## src/cva_pkg.sv

```systemverilog
`timescale 1ns / 1ps
`default_nettype none

package cva_pkg;

    localparam int IN_WIDTH_DEF   = 24;
    localparam int LAST_SHIFT_DEF = 16;
    localparam int GUARD_W        = 4;
    localparam int ANGLE_W        = 20;
    localparam int M_TDATA_W      = ((ANGLE_W + 7) / 8) * 8;
    localparam int ATAN_IDX_W     = 5;

    typedef logic signed [ANGLE_W-1:0] angle_t;

    localparam angle_t HALF_TURN  = 20'sd205886;
    localparam angle_t ANGLE_BOUND = 20'sd392692;

    function automatic angle_t atan_step(input logic [ATAN_IDX_W-1:0] idx);
        angle_t res;
        case (idx)
            5'd0:    res = 20'sd72558;
            5'd1:    res = 20'sd51472;
            5'd2:    res = 20'sd30386;
            5'd3:    res = 20'sd16055;
            5'd4:    res = 20'sd8150;
            5'd5:    res = 20'sd4091;
            5'd6:    res = 20'sd2047;
            5'd7:    res = 20'sd1024;
            5'd8:    res = 20'sd512;
            5'd9:    res = 20'sd256;
            5'd10:   res = 20'sd128;
            5'd11:   res = 20'sd64;
            5'd12:   res = 20'sd32;
            5'd13:   res = 20'sd16;
            5'd14:   res = 20'sd8;
            5'd15:   res = 20'sd4;
            5'd16:   res = 20'sd2;
            5'd17:   res = 20'sd1;
            default: res = '0;
        endcase
        return res;
    endfunction

endpackage

`default_nettype wire

```

## src/cordic_vector_angle_top.sv

```systemverilog
// An input transfer passes through one register stage for the half-turn fold, one for the
// tan = 2 rotation and one per shift-add rotation before its result reaches the output.
// Throughput is one vector per cycle unless the output stalls; each rotation stage holds one
// add or subtract per value; a stalled stage takes a new item once its successor frees up.
// Reset is synchronous and active low; it clears the stage valid bits only.
`timescale 1ns / 1ps
`default_nettype none

module cordic_vector_angle_top
    import cva_pkg::*;
#(
    parameter int IN_WIDTH   = IN_WIDTH_DEF,
    parameter int LAST_SHIFT = LAST_SHIFT_DEF,
    localparam int S_TDATA_W = ((2 * IN_WIDTH + 7) / 8) * 8
) (
    input  wire logic                 aclk,
    input  wire logic                 aresetn,
    input  wire logic                 s_axis_tvalid,
    output logic                      s_axis_tready,
    // Fields from bit 0 up: vec_x, vec_y, zero fill.
    input  wire logic [S_TDATA_W-1:0] s_axis_tdata,
    output logic                      m_axis_tvalid,
    input  wire logic                 m_axis_tready,
    // Fields from bit 0 up: angle, zero fill.
    output logic [M_TDATA_W-1:0]      m_axis_tdata
);

    localparam int W    = IN_WIDTH + GUARD_W;
    localparam int NSTG = LAST_SHIFT + 3;

    typedef logic signed [W-1:0] coord_t;

    logic [NSTG-1:0] valid_reg;
    logic [NSTG-1:0] stage_ready;
    coord_t          x_reg  [0:NSTG-1];
    coord_t          y_reg  [0:NSTG-1];
    angle_t          th_reg [0:NSTG-1];
    coord_t          x_next [0:NSTG-1];
    coord_t          y_next [0:NSTG-1];
    angle_t          th_next [0:NSTG-1];
    logic [NSTG-1:0] valid_next;

    genvar k;
    generate
        for (k = 0; k < NSTG; k++) begin : g_stage
            if (k == NSTG - 1) begin : g_rdy_last
                assign stage_ready[k] = !valid_reg[k] || m_axis_tready;
            end else begin : g_rdy_mid
                assign stage_ready[k] = !valid_reg[k] || stage_ready[k+1];
            end

            if (k == 0) begin : g_fold
                logic signed [IN_WIDTH-1:0] in_x;
                logic signed [IN_WIDTH-1:0] in_y;
                coord_t                     ext_x;
                coord_t                     ext_y;
                coord_t                     fold_y;
                angle_t                     start_th;
                assign in_x       = s_axis_tdata[IN_WIDTH-1:0];
                assign in_y       = s_axis_tdata[2*IN_WIDTH-1:IN_WIDTH];
                assign ext_x      = {{GUARD_W{in_x[IN_WIDTH-1]}}, in_x};
                assign ext_y      = {{GUARD_W{in_y[IN_WIDTH-1]}}, in_y};
                assign valid_next[k] = s_axis_tvalid;
                always_comb begin
                    if (ext_x < 0) begin
                        x_next[k] = -ext_x;
                        fold_y    = -ext_y;
                        start_th  = HALF_TURN;
                    end else begin
                        x_next[k] = ext_x;
                        fold_y    = ext_y;
                        start_th  = '0;
                    end
                    y_next[k] = fold_y;
                    if (fold_y > 0) begin
                        th_next[k] = -start_th;
                    end else begin
                        th_next[k] = start_th;
                    end
                end
            end else begin : g_rot
                localparam int SH = (k == 1) ? 0 : k - 2;
                coord_t dx;
                coord_t dy;
                angle_t da;
                assign valid_next[k] = valid_reg[k-1];
                assign da = atan_step(ATAN_IDX_W'(k - 1));
                always_comb begin
                    if (k == 1) begin
                        dx = x_reg[k-1] <<< 1;
                        dy = y_reg[k-1] <<< 1;
                    end else begin
                        dx = x_reg[k-1] >>> SH;
                        dy = y_reg[k-1] >>> SH;
                    end
                    if (y_reg[k-1] < 0) begin
                        y_next[k]  = y_reg[k-1] + dx;
                        x_next[k]  = x_reg[k-1] - dy;
                        th_next[k] = th_reg[k-1] - da;
                    end else begin
                        y_next[k]  = y_reg[k-1] - dx;
                        x_next[k]  = x_reg[k-1] + dy;
                        th_next[k] = th_reg[k-1] + da;
                    end
                end
            end

            always_ff @(posedge aclk) begin
                if (!aresetn) begin
                    valid_reg[k] <= 1'b0;
                end else if (stage_ready[k]) begin
                    valid_reg[k] <= valid_next[k];
                end
            end

            always_ff @(posedge aclk) begin
                if (stage_ready[k] && valid_next[k]) begin
                    x_reg[k]  <= x_next[k];
                    y_reg[k]  <= y_next[k];
                    th_reg[k] <= th_next[k];
                end
            end
        end
    endgenerate

    assign s_axis_tready = stage_ready[0];
    assign m_axis_tvalid = valid_reg[NSTG-1];
    assign m_axis_tdata  = {{(M_TDATA_W - ANGLE_W){1'b0}}, th_reg[NSTG-1]};

    a_reset_empty: assert property (@(posedge aclk)
        !aresetn |=> (valid_reg == '0))
        else $error("pipeline holds an item after reset");

    a_empty_out_ready: assert property (@(posedge aclk) disable iff (!aresetn)
        !m_axis_tvalid |-> s_axis_tready)
        else $error("input stalled while the output stage is empty");

    a_angle_range: assert property (@(posedge aclk) disable iff (!aresetn)
        m_axis_tvalid |-> (th_reg[NSTG-1] <= ANGLE_BOUND && th_reg[NSTG-1] >= -ANGLE_BOUND))
        else $error("angle outside the reachable range");

    a_stage1_hold: assert property (@(posedge aclk) disable iff (!aresetn)
        (valid_reg[1] && !stage_ready[1]) |=> (valid_reg[1] && $stable(th_reg[1])))
        else $error("stalled stage lost or changed its item");

endmodule

`default_nettype wire
```

## config.mk

```make
export PLATFORM = sky130hd
export DESIGN_NAME = cordic_vector_angle_top
export DESIGN_NICKNAME = d
export VERILOG_FILES = /design/src/cva_pkg.sv /design/src/cordic_vector_angle_top.sv
export SDC_FILE = /design/constraint.sdc
export NUM_CORES = 2
export LEC_CHECK = 0
export BUFFER_PORTS_ARGS = -buffer_cell sky130_fd_sc_hd__buf_4
export CAP_MARGIN = 20
export CORE_MARGIN = 5
export CORE_UTILIZATION = 42
export CTS_CLUSTER_DIAMETER = 120
export DETAILED_ROUTE_END_ITERATION = 10
export GPL_TIMING_DRIVEN = 0
export MAX_ROUTING_LAYER = met4
export SKIP_LAST_GASP = 1
export SYNTH_ARGS = -nofsm -noshare
export SYNTH_HDL_FRONTEND = slang
export SYNTH_SLANG_ARGS = --single-unit
```

## constraint.sdc

```tcl
create_clock -name aclk -period 12.7 [get_ports aclk]
set_input_delay 2.54 -clock aclk [delete_from_list [all_inputs] [get_ports aclk]]
set_output_delay 2.54 -clock aclk [all_outputs]
set_load 0.02 [all_outputs]
```

==> Yosys cells after proc, flatten, opt, wreduce, memory -nomap -nowiden <==
Memory sizes are Yosys's and may differ from the RTL's.
Index checks and enable logic that the tools add are counted.
{ "totals": {"reg_bits": 19, "mem_bits_rw": 1444, "inputBits": 52, "out_inout_bits": 26, "wordCells": 305, "n_memories": 3} }
{ "memory_table": {"columns": ["memory", "words", "width", "read_ports", "rd_ports_with_merged_regs", "write_ports", "line", "text"], "rows": [
  ["x_reg", 19, 28, 18, 0, 19, "cordic_vector_angle_top.sv:35", "coord_t x_reg [0:NSTG-1];"],
  ["y_reg", 19, 28, 18, 0, 19, "cordic_vector_angle_top.sv:36", "coord_t y_reg [0:NSTG-1];"],
  ["th_reg", 19, 20, 19, 0, 19, "cordic_vector_angle_top.sv:37", "angle_t th_reg [0:NSTG-1];"]
]} }
{ "op_classes": {"addsub": 110, "order_cmp": 20, "n_mux": 96, "n_reduce_logical": 57} }
{ "ops": {"columns": ["op", "count"], "rows": [
  ["two-way mux 28 bit", 38],
  ["less-than comparator 28 x 1 -> 1 bit (second input constant)", 18],
  ["two-way mux 20 bit", 19],
  ["subtractor 28 bit", 4],
  ["adder 28 bit", 3],
  ["adder 28 x 12 -> 28 bit", 2],
  ["adder 28 x 13 -> 28 bit", 2],
  ["adder 28 x 14 -> 28 bit", 2],
  ["adder 28 x 15 -> 28 bit", 2],
  ["adder 28 x 16 -> 28 bit", 2],
  ["adder 28 x 17 -> 28 bit", 2],
  ["adder 28 x 18 -> 28 bit", 2],
  ["adder 28 x 19 -> 28 bit", 2],
  ["adder 28 x 20 -> 28 bit", 2],
  ["adder 28 x 21 -> 28 bit", 2],
  ["adder 28 x 22 -> 28 bit", 2],
  ["adder 28 x 23 -> 28 bit", 2],
  ["adder 28 x 24 -> 28 bit", 2],
  ["adder 28 x 25 -> 28 bit", 2],
  ["adder 28 x 26 -> 28 bit", 2],
  ["adder 28 x 27 -> 28 bit", 2],
  ["negation 24 -> 28 bit", 2],
  ["subtractor 28 x 12 -> 28 bit", 2],
  ["subtractor 28 x 13 -> 28 bit", 2],
  ["other kinds (56)", 163]
]} }

==> Depth between registers and ports, before layout <==
{ "depth": {"word_depth": 23, "ltp_mapped": 20, "mapped_depth_nobuf": 20} }

==> Worst setup path after synthesis <==
OpenSTA, ideal clock, no wires.
{ "synth_path": {"kind": "in2reg", "from": "in m_axis_tready", "to": "mem th_reg[9][10] (netlist bit) (enable)", "setup_ns": 0.623, "t_arrival_ns": 9.024, "required_ns": 12.077, "path_slack_ns": 3.053, "path_stages": 8, "path_buffers": 1, "path_cell_list": "nor2b_1 -> and3_1 -> and3_1 -> nand2_1 -> nor2_1 -> and3_1 -> clkbuf_1 -> a21boi_0"} }
{ "synth_rtl": {"columns": ["item", "line", "text"], "rows": [
  ["from (decl)", "cordic_vector_angle_top.sv:23", "input wire logic m_axis_tready,"],
  ["to (decl)", "cordic_vector_angle_top.sv:37", null]
]} }

==> Final worst setup path <==
{ "layout_path": {"from": "in m_axis_tready", "to": "out s_axis_tready"} }
{ "layout_via": {"elab_chain_len": 19} }
{ "layout_lines": {"columns": ["item", "line", "text"], "rows": [
  ["logical OR 1 bit", "cordic_vector_angle_top.sv:47", "assign stage_ready[k] = !valid_reg[k] || m_axis_tready;"],
  ["logical OR 1 bit (18 in series)", "cordic_vector_angle_top.sv:49", "assign stage_ready[k] = !valid_reg[k] || stage_ready[k+1];"],
  ["to (decl)", "cordic_vector_angle_top.sv:19", "output logic s_axis_tready,"]
]} }
No other way between the ends.

==> flow_summary_export.csv <==
group,metric,value,unit
run_status,outcome,"finished clean",
timing,setup_ws,4403,ps
global_routing,grt_max_degree,46,
worst_setup_path,cp.arrival,5760,ps
die,die_x,511.3,um
die,die_y,511.3,um
timing,layout_min_cycle_time,8297,ps
synth,synth_ff_type,"edfxtp_1",
power,p_int,0.008369,W
power,comb_power_share,0.179,
timing,slew_headroom,0.2197,
power,pwr-share-seq,0.429,
timing,finalHoldViolCount,0,
global_routing,grt_pass1_wl,446700,um
route,drt-initial-drc-count,5475,
synth,synth_xor_area_frac,0.1330,
flow_run,maxCapViolations,0,
die,rows,184,
clock_network,cts_tree,"done",
die,core,0.2507,mm2
worst_setup_path,crit_fanout,5,
global_routing,overflow,0,
clock_network,cts_buffer_depth,3,
synth,yosysSeqAreaShare,0.3684,
placement,hpwl,231800,um
finish,fill_cells,23512,
placement,pre_cts_slack,4318,ps
clock_network,htree_levels,4,
global_routing,grt.total_usage,0.2171,
clock_network,clock_latency,820,ps
synth,synth-compound-area-share,0.1813,
route,wl_per_cell,19.47,um
timing,period_share,0.6533,
placement,portBuffers,69,
synth,synth-adder-area-share,0.1519,
timing,fmax,0.1205,GHz
synth,ys_types,94,
placement,place_congestion,0.9563,
route,routed-via-count,82417,
worst_setup_path,crit_required,10160,ps
synth,synth_top_family_by_area,"compound AO/OA/AOI/OAI gates",
synth,muxShareOfSynthArea,0.006817,
synth,async_flop_share,0,
synth,avgSynthCellArea,9.678,um2
power,vdd_drop_max,125.2,uV
worst_setup_path,cp-start-kind,"input pin",
synth,synth-simple-area-share,0.1334,
timing,worstMarginPinSlew,1171,ps
clock_network,post-cts-setup-buffers,0,
die,ioPinCount,78,
synth,ys_warn_count,0,
power,power_switching_share,0.2829,
finish,drive_gt1_frac,0.04649,
power,powerDensity,100.1,mW/mm2
synth,netlist_instances,10905,
clock_network,cts-root-buf,"clkbuf_16",
finish,largest_register_ffs,476,
worst_hold_path,hold_class,"reg -> reg",
synth,synth_area,0.1055,mm2
power,clkPwrFrac,0.391,
die,die_area,0.2614,mm2
finish,areaGrowthSynthToFinish,10.45,%
synth,synth-edff-count,1282,
worst_setup_path,path_class,"in -> out",
global_routing,grt_pass1_vias,80007,
timing,rsz0062_at_grt,"false",
clock_network,cts_resized,0,
route,firstDrtPassIters,8,
power,p_leak,46.34,nW
timing,setup-violations-final,0,
power,switching_power,0.003301,W
timing,clock-skew-final,52.40,ps
clock_network,cts_num_sinks,1301,
synth,synth-seq-cells,1301,
clock_network,cts_made_buffers,156,
timing,slew_violations,0,
route,routed_wl,285600,um
worst_setup_path,r2r_slack,6200,ps
global_routing,antenna_found_initial,4,
route,drc,0,
route,via_per_inst,5.619,
clock_network,ctsHoldBuffers,0,
finish,fin_nets,12489,
route,postRouteAntennaNets,0,
die,initial_utilization,0.4210,
timing,fin_tns_setup,0,ps
clock_network,clk_pin_slew_worst_paths,50,ps
worst_setup_path,crit_path_end_kind,"output pin",
finish,utilization,0.4650,
[cell families after synthesis]
kind of cell             after synthesis
multiplexers                          67
flip-flops                          1301
adder cells (fa/ha/maj)             1252
XOR/XNOR                            1603
AND/OR/NAND/NOR                     2955
other                                  1
buffers and inverters                697
AO/OA/AOI/OAI                       3029
[critical path, stage by stage]
cell and delay (ps):
buf_4 110, nor2b_1 630, and3_1 440, and3_1 360, nand2_1 200, nor4_2 320
buf_4 250, and3_1 290, nand2_1 310, buf_4 280
[layout by cell type (no fill, tap or decap), types with 128 or more instances in the layout]
cell       instances
a21o_1           417
a21oi_1         1082
clkbuf_1         128
clkbuf_16        157
edfxtp_1        1282
ha_1            1203
inv_1            546
nand2_1          501
nand2b_1         133
nand3_1          157
nor2_1          1134
nor2b_1          167
nor3_1           314
o21a_1           165
o21ai_0          515
o21bai_1         136
xnor2_1         1068
xor2_1           535
[final timing paths]
check / from / to / depth (start not counted)
worst max-delay path: m_axis_tready / s_axis_tready / 10
worst max register to register: y_reg[10][27]$_DFFE_PP_ / y_reg[11][27]$_DFFE_PP_ / 16
worst min register to register: th_reg[8][8]$_DFFE_PP_ / th_reg[9][8]$_DFFE_PP_ / 0
worst min-delay path: th_reg[8][8]$_DFFE_PP_ / th_reg[9][8]$_DFFE_PP_ / 0
[power groups by stage]
stage          sequential [W]  combinational, W  clock, W
3_3_place_gp          0.00511           0.00206         0
6_report              0.00501           0.00209   0.00457
3_5_place_dp          0.00510           0.00208         0
5_1_grt               0.00502           0.00229   0.00489
2_1_floorplan         0.00506           0.00147         0
4_1_cts               0.00501           0.00210   0.00471
[final cells by class]
class | count | area (um2) | share of cell area
multi-input cells | 8915 | 64210 | 0.5508
flip-flops and latches | 1301 | 38880 | 0.3335
well taps | 3348 | 4189 | 0.03594
clock buffers | 178 | 4018 | 0.03446
inverters | 555 | 2083 | 0.01787
repair buffers | 114 | 1360 | 0.01167
clock inverters | 110 | 1246 | 0.01069
plain buffers | 142 | 573.1 | 0.004916
diodes | 5 | 12.51 | 0.0001073
[stage by stage]
stage / std cells / total power (W) / instance area, um2 / hold WS, ps
finish: 14668 / 0.01167 / 116600 / 401.5
floorplan: 10913 / 0.006530 / 105600 / 400.3
CTS: 14660 / 0.01181 / 116500 / 399.1
detailed placement: 14372 / 0.007179 / 111300 / 404.5
global route: 14665 / 0.01220 / 116600 / 417.6
global placement: 14330 / 0.007169 / 110300 / 403.7
[Yosys cell counts, types with 39 or more instances]
| cell | instances | area (um2) |
|---|---|---|
| inv_1 | 546 | 2049 |
| a21o_1 | 417 | 3131 |
| o41ai_1 | 56 | 490.5 |
| nand2b_1 | 133 | 832.1 |
| a21oi_1 | 1083 | 5420 |
| or4_1 | 44 | 330.3 |
| o31ai_1 | 53 | 397.9 |
| xor2_1 | 535 | 4686 |
| a31oi_1 | 100 | 625.6 |
| o21bai_1 | 136 | 1021 |
| nor2_1 | 1135 | 4260 |
| mux2_2 | 39 | 439.2 |
| xnor2_1 | 1068 | 9354 |
| a211oi_1 | 96 | 720.7 |
| fa_1 | 49 | 980.9 |
| nand3_1 | 157 | 785.8 |
| o211ai_1 | 45 | 337.8 |
| and3_1 | 108 | 675.7 |
| or3_1 | 59 | 369.1 |
| edfxtp_1 | 1282 | 38500 |
| a21boi_0 | 52 | 390.4 |
| and2_1 | 68 | 425.4 |
| nor2b_1 | 176 | 1101 |
| nand4_1 | 42 | 262.8 |
| o21a_1 | 165 | 1239 |
| nor3_1 | 314 | 1572 |
| clkbuf_1 | 109 | 409.1 |
| ha_1 | 1203 | 15050 |
| o21ai_0 | 515 | 2577 |
| nor4_1 | 91 | 569.3 |
| nand2_1 | 501 | 1881 |
[routing by layer]
| metal | share of wire | global-route usage | wire [um] | up-vias |
|---|---|---|---|---|
| li1 | - | - | - | 40673 |
| met1 | 0.44 | 0.2731 | 125700 | 39389 |
| met2 | 0.48 | 0.3669 | 137800 | 1929 |
| met3 | 0.041 | 0.02300 | 11840 | 426 |
| met4 | 0.036 | 0.07138 | 10230 | 0 |
| met5 | 0 | - | 0 | - |
No activity file was read; power rests on OpenSTA's default activity.
